**config.mk**
```make
export PLATFORM = sky130hd
export DESIGN_NAME = qth_ctrl
export DESIGN_NICKNAME = d
export VERILOG_FILES = /design/src/hdl/qth_pkg.sv /design/src/hdl/qth_ctrl.sv
export SDC_FILE = /design/constraint.sdc
export NUM_CORES = 1
export LEC_CHECK = 0
export BUFFER_PORTS_ARGS = -buffer_cell sky130_fd_sc_hd__buf_2
export CORE_AREA = 8 8 45 47
export CTS_CLUSTER_DIAMETER = 150
export CTS_CLUSTER_SIZE = 14
export DETAILED_ROUTE_END_ITERATION = 6
export DIE_AREA = 0 0 53 55
export PLACE_DENSITY = 0.53
export SETUP_SLACK_MARGIN = 0.3
export SYNTH_ARGS = -nofsm -noshare
export SYNTH_HDL_FRONTEND = slang
export SYNTH_SLANG_ARGS = --single-unit
```
**constraint.sdc**
```tcl
create_clock -name clk -period 1.6 [get_ports clk]
set_clock_uncertainty 0.2 [all_clocks]
set_input_delay 0.08 -clock clk [delete_from_list [all_inputs] [get_ports clk]]
set_output_delay 0.08 -clock clk [all_outputs]
set_load 0.05 [all_outputs]
```
**src/hdl/qth_pkg.sv**
```systemverilog
`default_nettype none

package qth_pkg;

    localparam int MAX_BUCKETS_DEF = 256;
    localparam int WAYS_DEF        = 8;

    localparam int KEY_W   = 31;
    localparam int VALUE_W = 64;
    localparam int CFG_W   = 9;
    localparam int REM_W   = 9;

    localparam logic [1:0] OP_INSERT = 2'd0;
    localparam logic [1:0] OP_READ   = 2'd1;
    localparam logic [1:0] OP_DELETE = 2'd2;

    localparam logic [1:0] ST_OK   = 2'd0;
    localparam logic [1:0] ST_MISS = 2'd1;
    localparam logic [1:0] ST_FULL = 2'd2;

    typedef struct packed {
        logic [1:0]         op;
        logic [KEY_W-1:0]   key;
        logic [VALUE_W-1:0] value;
    } in_t;

    typedef struct packed {
        logic [VALUE_W-1:0] read_value;
        logic [1:0]         status;
    } out_t;

    typedef struct packed {
        logic [KEY_W-1:0]   tag;
        logic [VALUE_W-1:0] value;
    } entry_t;

    typedef enum logic [2:0] {
        S_CLEAR,
        S_IDLE,
        S_DIV,
        S_FILL,
        S_FILLW,
        S_RDE,
        S_CHK,
        S_DONE
    } state_t;

    typedef struct packed {
        logic load_in;
        logic clr_step;
        logic div_step;
        logic fill_rd;
        logic fill_act;
        logic ent_rd;
        logic chk_step;
        logic out_load;
    } cmd_t;

    typedef struct packed {
        logic clr_last;
        logic div_last;
        logic scan_go;
        logic scan_last;
        logic out_free;
    } sts_t;

    // Saturate a written bucket count into the range 1 to max_buckets.
    function automatic logic [CFG_W-1:0] clamp_count(input logic [CFG_W-1:0] raw,
                                                     input int max_buckets);
        logic [CFG_W-1:0] res;
        if (raw == '0)
            res = CFG_W'(1);
        else if (int'(raw) > max_buckets)
            res = CFG_W'(max_buckets);
        else
            res = raw;
        return res;
    endfunction

endpackage

`default_nettype wire

```
**src/hdl/qth_ctrl.sv**
```systemverilog
`default_nettype none

module qth_ctrl
    import qth_pkg::*;
(
    input  wire logic clk,
    input  wire logic rst_n,
    input  wire logic in_valid,
    output logic      in_stall,
    input  wire sts_t sts,
    output cmd_t      cmd
);

    state_t state_reg, state_next;

    always_ff @(posedge clk or negedge rst_n)
    begin
        if (!rst_n)
            state_reg <= S_CLEAR;
        else
            state_reg <= state_next;
    end

    always_comb
    begin
        state_next = state_reg;
        case (state_reg)
            S_CLEAR: if (sts.clr_last) state_next = S_IDLE;
            S_IDLE:  if (in_valid) state_next = S_DIV;
            S_DIV:   if (sts.div_last) state_next = S_FILL;
            S_FILL:  state_next = S_FILLW;
            S_FILLW: state_next = sts.scan_go ? S_RDE : S_DONE;
            S_RDE:   state_next = S_CHK;
            S_CHK:   state_next = sts.scan_last ? S_DONE : S_RDE;
            S_DONE:  if (sts.out_free) state_next = S_IDLE;
            default: state_next = S_CLEAR;
        endcase
    end

    always_comb
    begin
        cmd      = '0;
        in_stall = 1'b1;
        case (state_reg)
            S_CLEAR: cmd.clr_step = 1'b1;
            S_IDLE:
            begin
                in_stall    = 1'b0;
                cmd.load_in = in_valid;
            end
            S_DIV:   cmd.div_step = 1'b1;
            S_FILL:  cmd.fill_rd = 1'b1;
            S_FILLW: cmd.fill_act = 1'b1;
            S_RDE:   cmd.ent_rd = 1'b1;
            S_CHK:   cmd.chk_step = 1'b1;
            S_DONE:  cmd.out_load = sts.out_free;
            default: cmd = '0;
        endcase
    end

endmodule

`default_nettype wire

```
# Word level (Yosys, flattened, before mapping)
# Cells that the tools add are included.
[classes] n_shift=0 n_div=0 addsub=0 order_cmp=0 reduce_logical=2 multipliers=0 n_bitwise=0 eq_ne=11 n_mux=16
[ops] cell="$pmux W3 S8" count=1
[ops] cell="$eq A3 B3 Y1 const B" count=4
[ops] cell="$mux W3" count=4
[ops] cell="$mux W1" count=9
[ops] cell="$ne A2 B2 Y1 const B" count=4
[ops] cell="$eq A3 B2 Y1 const B" count=2
[ops] cell="$mux W2" count=2
[ops] cell="$reduce_and A4 Y1" count=1
[ops] cell="$eq A3 B1 Y1 const B" count=1
[ops] cell="$logic_not A3 Y1" count=1
[word_totals] mem_bits_rw=0 wordCells=30 memories=0 latch_bits=0 out_inout_bits=9 register_bits=3 romBits=0

# Logic depth before layout (Yosys ltp)
[depth] depth_word=3 ltp_mapped=4 ltp_nobuf=3

# Worst setup path after synthesis
# No wires, ideal clock.
[synth_path] path_kind="reg2out" start="register state_reg[0]" end="output port cmd[7] (netlist name)" t_arrival_ns=1.830 path_slack_ns=-0.510 path_stages_with_launch=4 n_path_buf=1 path_cell_list="dfrtp_1 > buf_2 > nand3b_1 > nor2_1"
[synth_rtl] item="start, declared" line="qth_ctrl.sv:14" text="state_t state_reg, state_next;"
[synth_rtl] item="start signal, assigned" line="qth_ctrl.sv:21" text="state_reg <= state_next;"
[synth_rtl] item="end, declared" line="qth_ctrl.sv:11" text="output cmd_t cmd"

==> qor.txt <==
leakage power of the design = 0.000285 uW
CTS H-tree lvls = 1
die area = 2920 um2
mean routed wirelength per cell = 11.0 um
number of flip-flops in the largest register = 3
Row Count = 14
leading cell types in the layout, fill and taps excluded = buf_6 (9), buf_4 (9), buf_2 (8), dlygate4sd3_1 (4)
area occupied by multi-input gates = 225 um2
Residual DRC = 0
post-layout instance count excluding filler cells = 83
Hold Path End = state_reg[0]
Critical Path Sink Type = output pin
maximum VDD drop = 0.805 mV
remaining global-route overflow = 0
Pwr Density = 2230 nW/um2
Reg2Reg Depth = 4
Startpoint Class = register
root buffer cell = clkbuf_4
sink count of the clock tree = 3
detailed-placement wirelength estimate = 600 um
reg-to-reg critical path startpoint = state_reg[2]
number of vias per cell = 4.20
Tcrit/Tclk final = 92.6%
endpoints failing setup = 0
number of buffers added on ports = 16
critical path arrival = 1200 ps
CTS tree = done
worst hold path cell count = 3
proportion of netlist area held by the largest area contributor = 30.8%
worst min-delay path class = input port to register
max capacitance violation total = 0
Netlist Area Pre-Place = 244 um2
layout-stage area growth over the synthesis result = 168%
result of the run = finished clean
worst-margin pin slew = 421 ps
synth unique cells = 18
met2 WL = 467 um
path type of the worst setup path = register to output pin
Starting Density = 17.6%
Skew-Pair Late Insertion Delay = 230 ps
pin count of the biggest net entering global routing = 7
cell count after placement = 64
Ant. Diodes = 0
Top-Level Pins = 17
first-pass detailed-route iteration total = 1
Synth area leaders = dfrtp_1 (31%), nor2b_1 (7.7%), a21oi_1 (6.2%)
relative slew slack = 71.8%
RSZ-0062 raised after global routing = true
number of instances in the synthesized netlist = 32
hold slack final = 10.3 ps
fraction of final layout cells sized beyond drive strength 1 = 73.1%
syn avg cell area = 7.62 um2
final hold violation count = 0
first element of the critical path = state_reg[0]
number of max-slew violations in the final report = 0
Sequential cell area = 78.8 um2
hold wc startpoint = sts[4]
Final Critical Period = 1480 ps
syn_nets = 40
reg-to-reg slack, setup = 140 ps
Post-Route WL = 912 um
GP Congestion = 0.685
core area = 1380 um2
Top Layer Used = met3
final-stage net count = 76
synthesized flop and latch total = 3
maximum buffer depth of the clock tree = 2
met1 wire length = 344 um
share of the yosys chip area belonging to registers = 30.8%
total CTS buffers = 3
largest fanout on the critical path = 6
first-pass GRT wire length = 1570 um
warning count from the yosys run = 0
met3 layer wire length in the routed design = 100 um
GRT Util Overall = 7.23%
fill count = 132
sum of negative setup slack = 0 ps
DRC violation total after the first TritonRoute iteration = 0
required time worst endpoint = 1320 ps
library cell occupying the most area in the post-synthesis netlist = dfrtp_1
highest clock rate = 675 MHz
clock slew at the register clock pins of the worst setup and hold paths = 40 ps
via count of the first global-routing pass = 397
horizontal die dimension = 53 um
count of antenna-violating nets left after detailed routing = 0
number of antenna violations at the first check in global routing = 0
vias = 349
Vert. Die Dim = 55 um
capturing point of the worst reg2reg path = state_reg[1]
[synthesized netlist by cell type]
cell type  count
buf_2          2
and3_2         1
nand2b_2       1
a2111oi_0      1
and2b_2        1
o21ai_0        2
a21oi_1        3
nor2b_1        3
dfrtp_1        3
nand3b_1       1
nor3b_1        2
o32a_1         1
o221ai_1       1
nor3_1         2
nand2_1        2
inv_1          1
inv_2          1
nor2_1         4
[layout make-up]
| cell class | count | area share [%] |
|---|---|---|
| Timing Repair Buffer | 33 | 44.9 |
| Multi-Input combinational cell | 25 | 34.4 |
| Sequential cell | 3 | 12.0 |
| Clock buffer | 4 | 4.02 |
| Tap cell | 16 | 3.06 |
| Inverter | 2 | 1.53 |
[per-layer routing]
layer	track usage, %	up-vias
li1	-	182
met4	5.17	0
met2	11.3	10
met5	0	-
met3	3.21	0
met1	7.65	157
[per-stage QoR]
stage               util [%]  worst slack [ps]  area, um2  power [uW]
floorplan                  -              -161        297         746
global placement        28.6               158        395         873
detailed placement      28.6               138        395         879
CTS                     45.0               120        623        1390
global route            47.3              53.0        654        1550
finish                  47.3               118        654        1460
[critical path: stages, from the launching register on]
cell	delay, ps
dfrtp_2	440
buf_6	150
nor3b_4	200
buf_6	180
[repair_timing]
| item | in CTS | in global routing |
|---|---|---|
| gates resized for setup | 29 | 6 |
| pin swaps | 6 | 1 |
| buffers inserted | 10 | 1 |
| hold buffers | 4 | 0 |
| hold endpoints to repair | 5 | 0 |
| endpoints found under the setup margin | 11 | 11 |
[logic make-up (layout without fill, tap and decap cells)]
kind of cell    count (synthesis)  in the layout  share of synthesized area [%]
simple gates                   17             17                           40.5
buf+inv                         4             39                           7.18
flops                           3              3                           30.8
compound gates                  8              8                           21.5
[power by group]
group / switching [uW] / leakage, uW / internal (uW) / total [uW]
Combinational: 601 / 0.000240 / 535 / 1140
Clock: 39.8 / 0.0000150 / 93.5 / 133
Sequential: 67.7 / 0.0000306 / 122 / 190
Total: 708 / 0.000285 / 751 / 1460
[worst max path at each step]
stage / end / slack, ps / depth (start not counted)
4_1_cts: cmd[1] / 120 / 4
2_1_floorplan: cmd[7] / -160 / 3
3_5_place_dp: cmd[7] / 140 / 3
6_report: cmd[1] / 120 / 3
3_3_place_gp: cmd[7] / 160 / 3
5_1_grt: cmd[1] / 50 / 3
(Power assumes the default switching activity.)
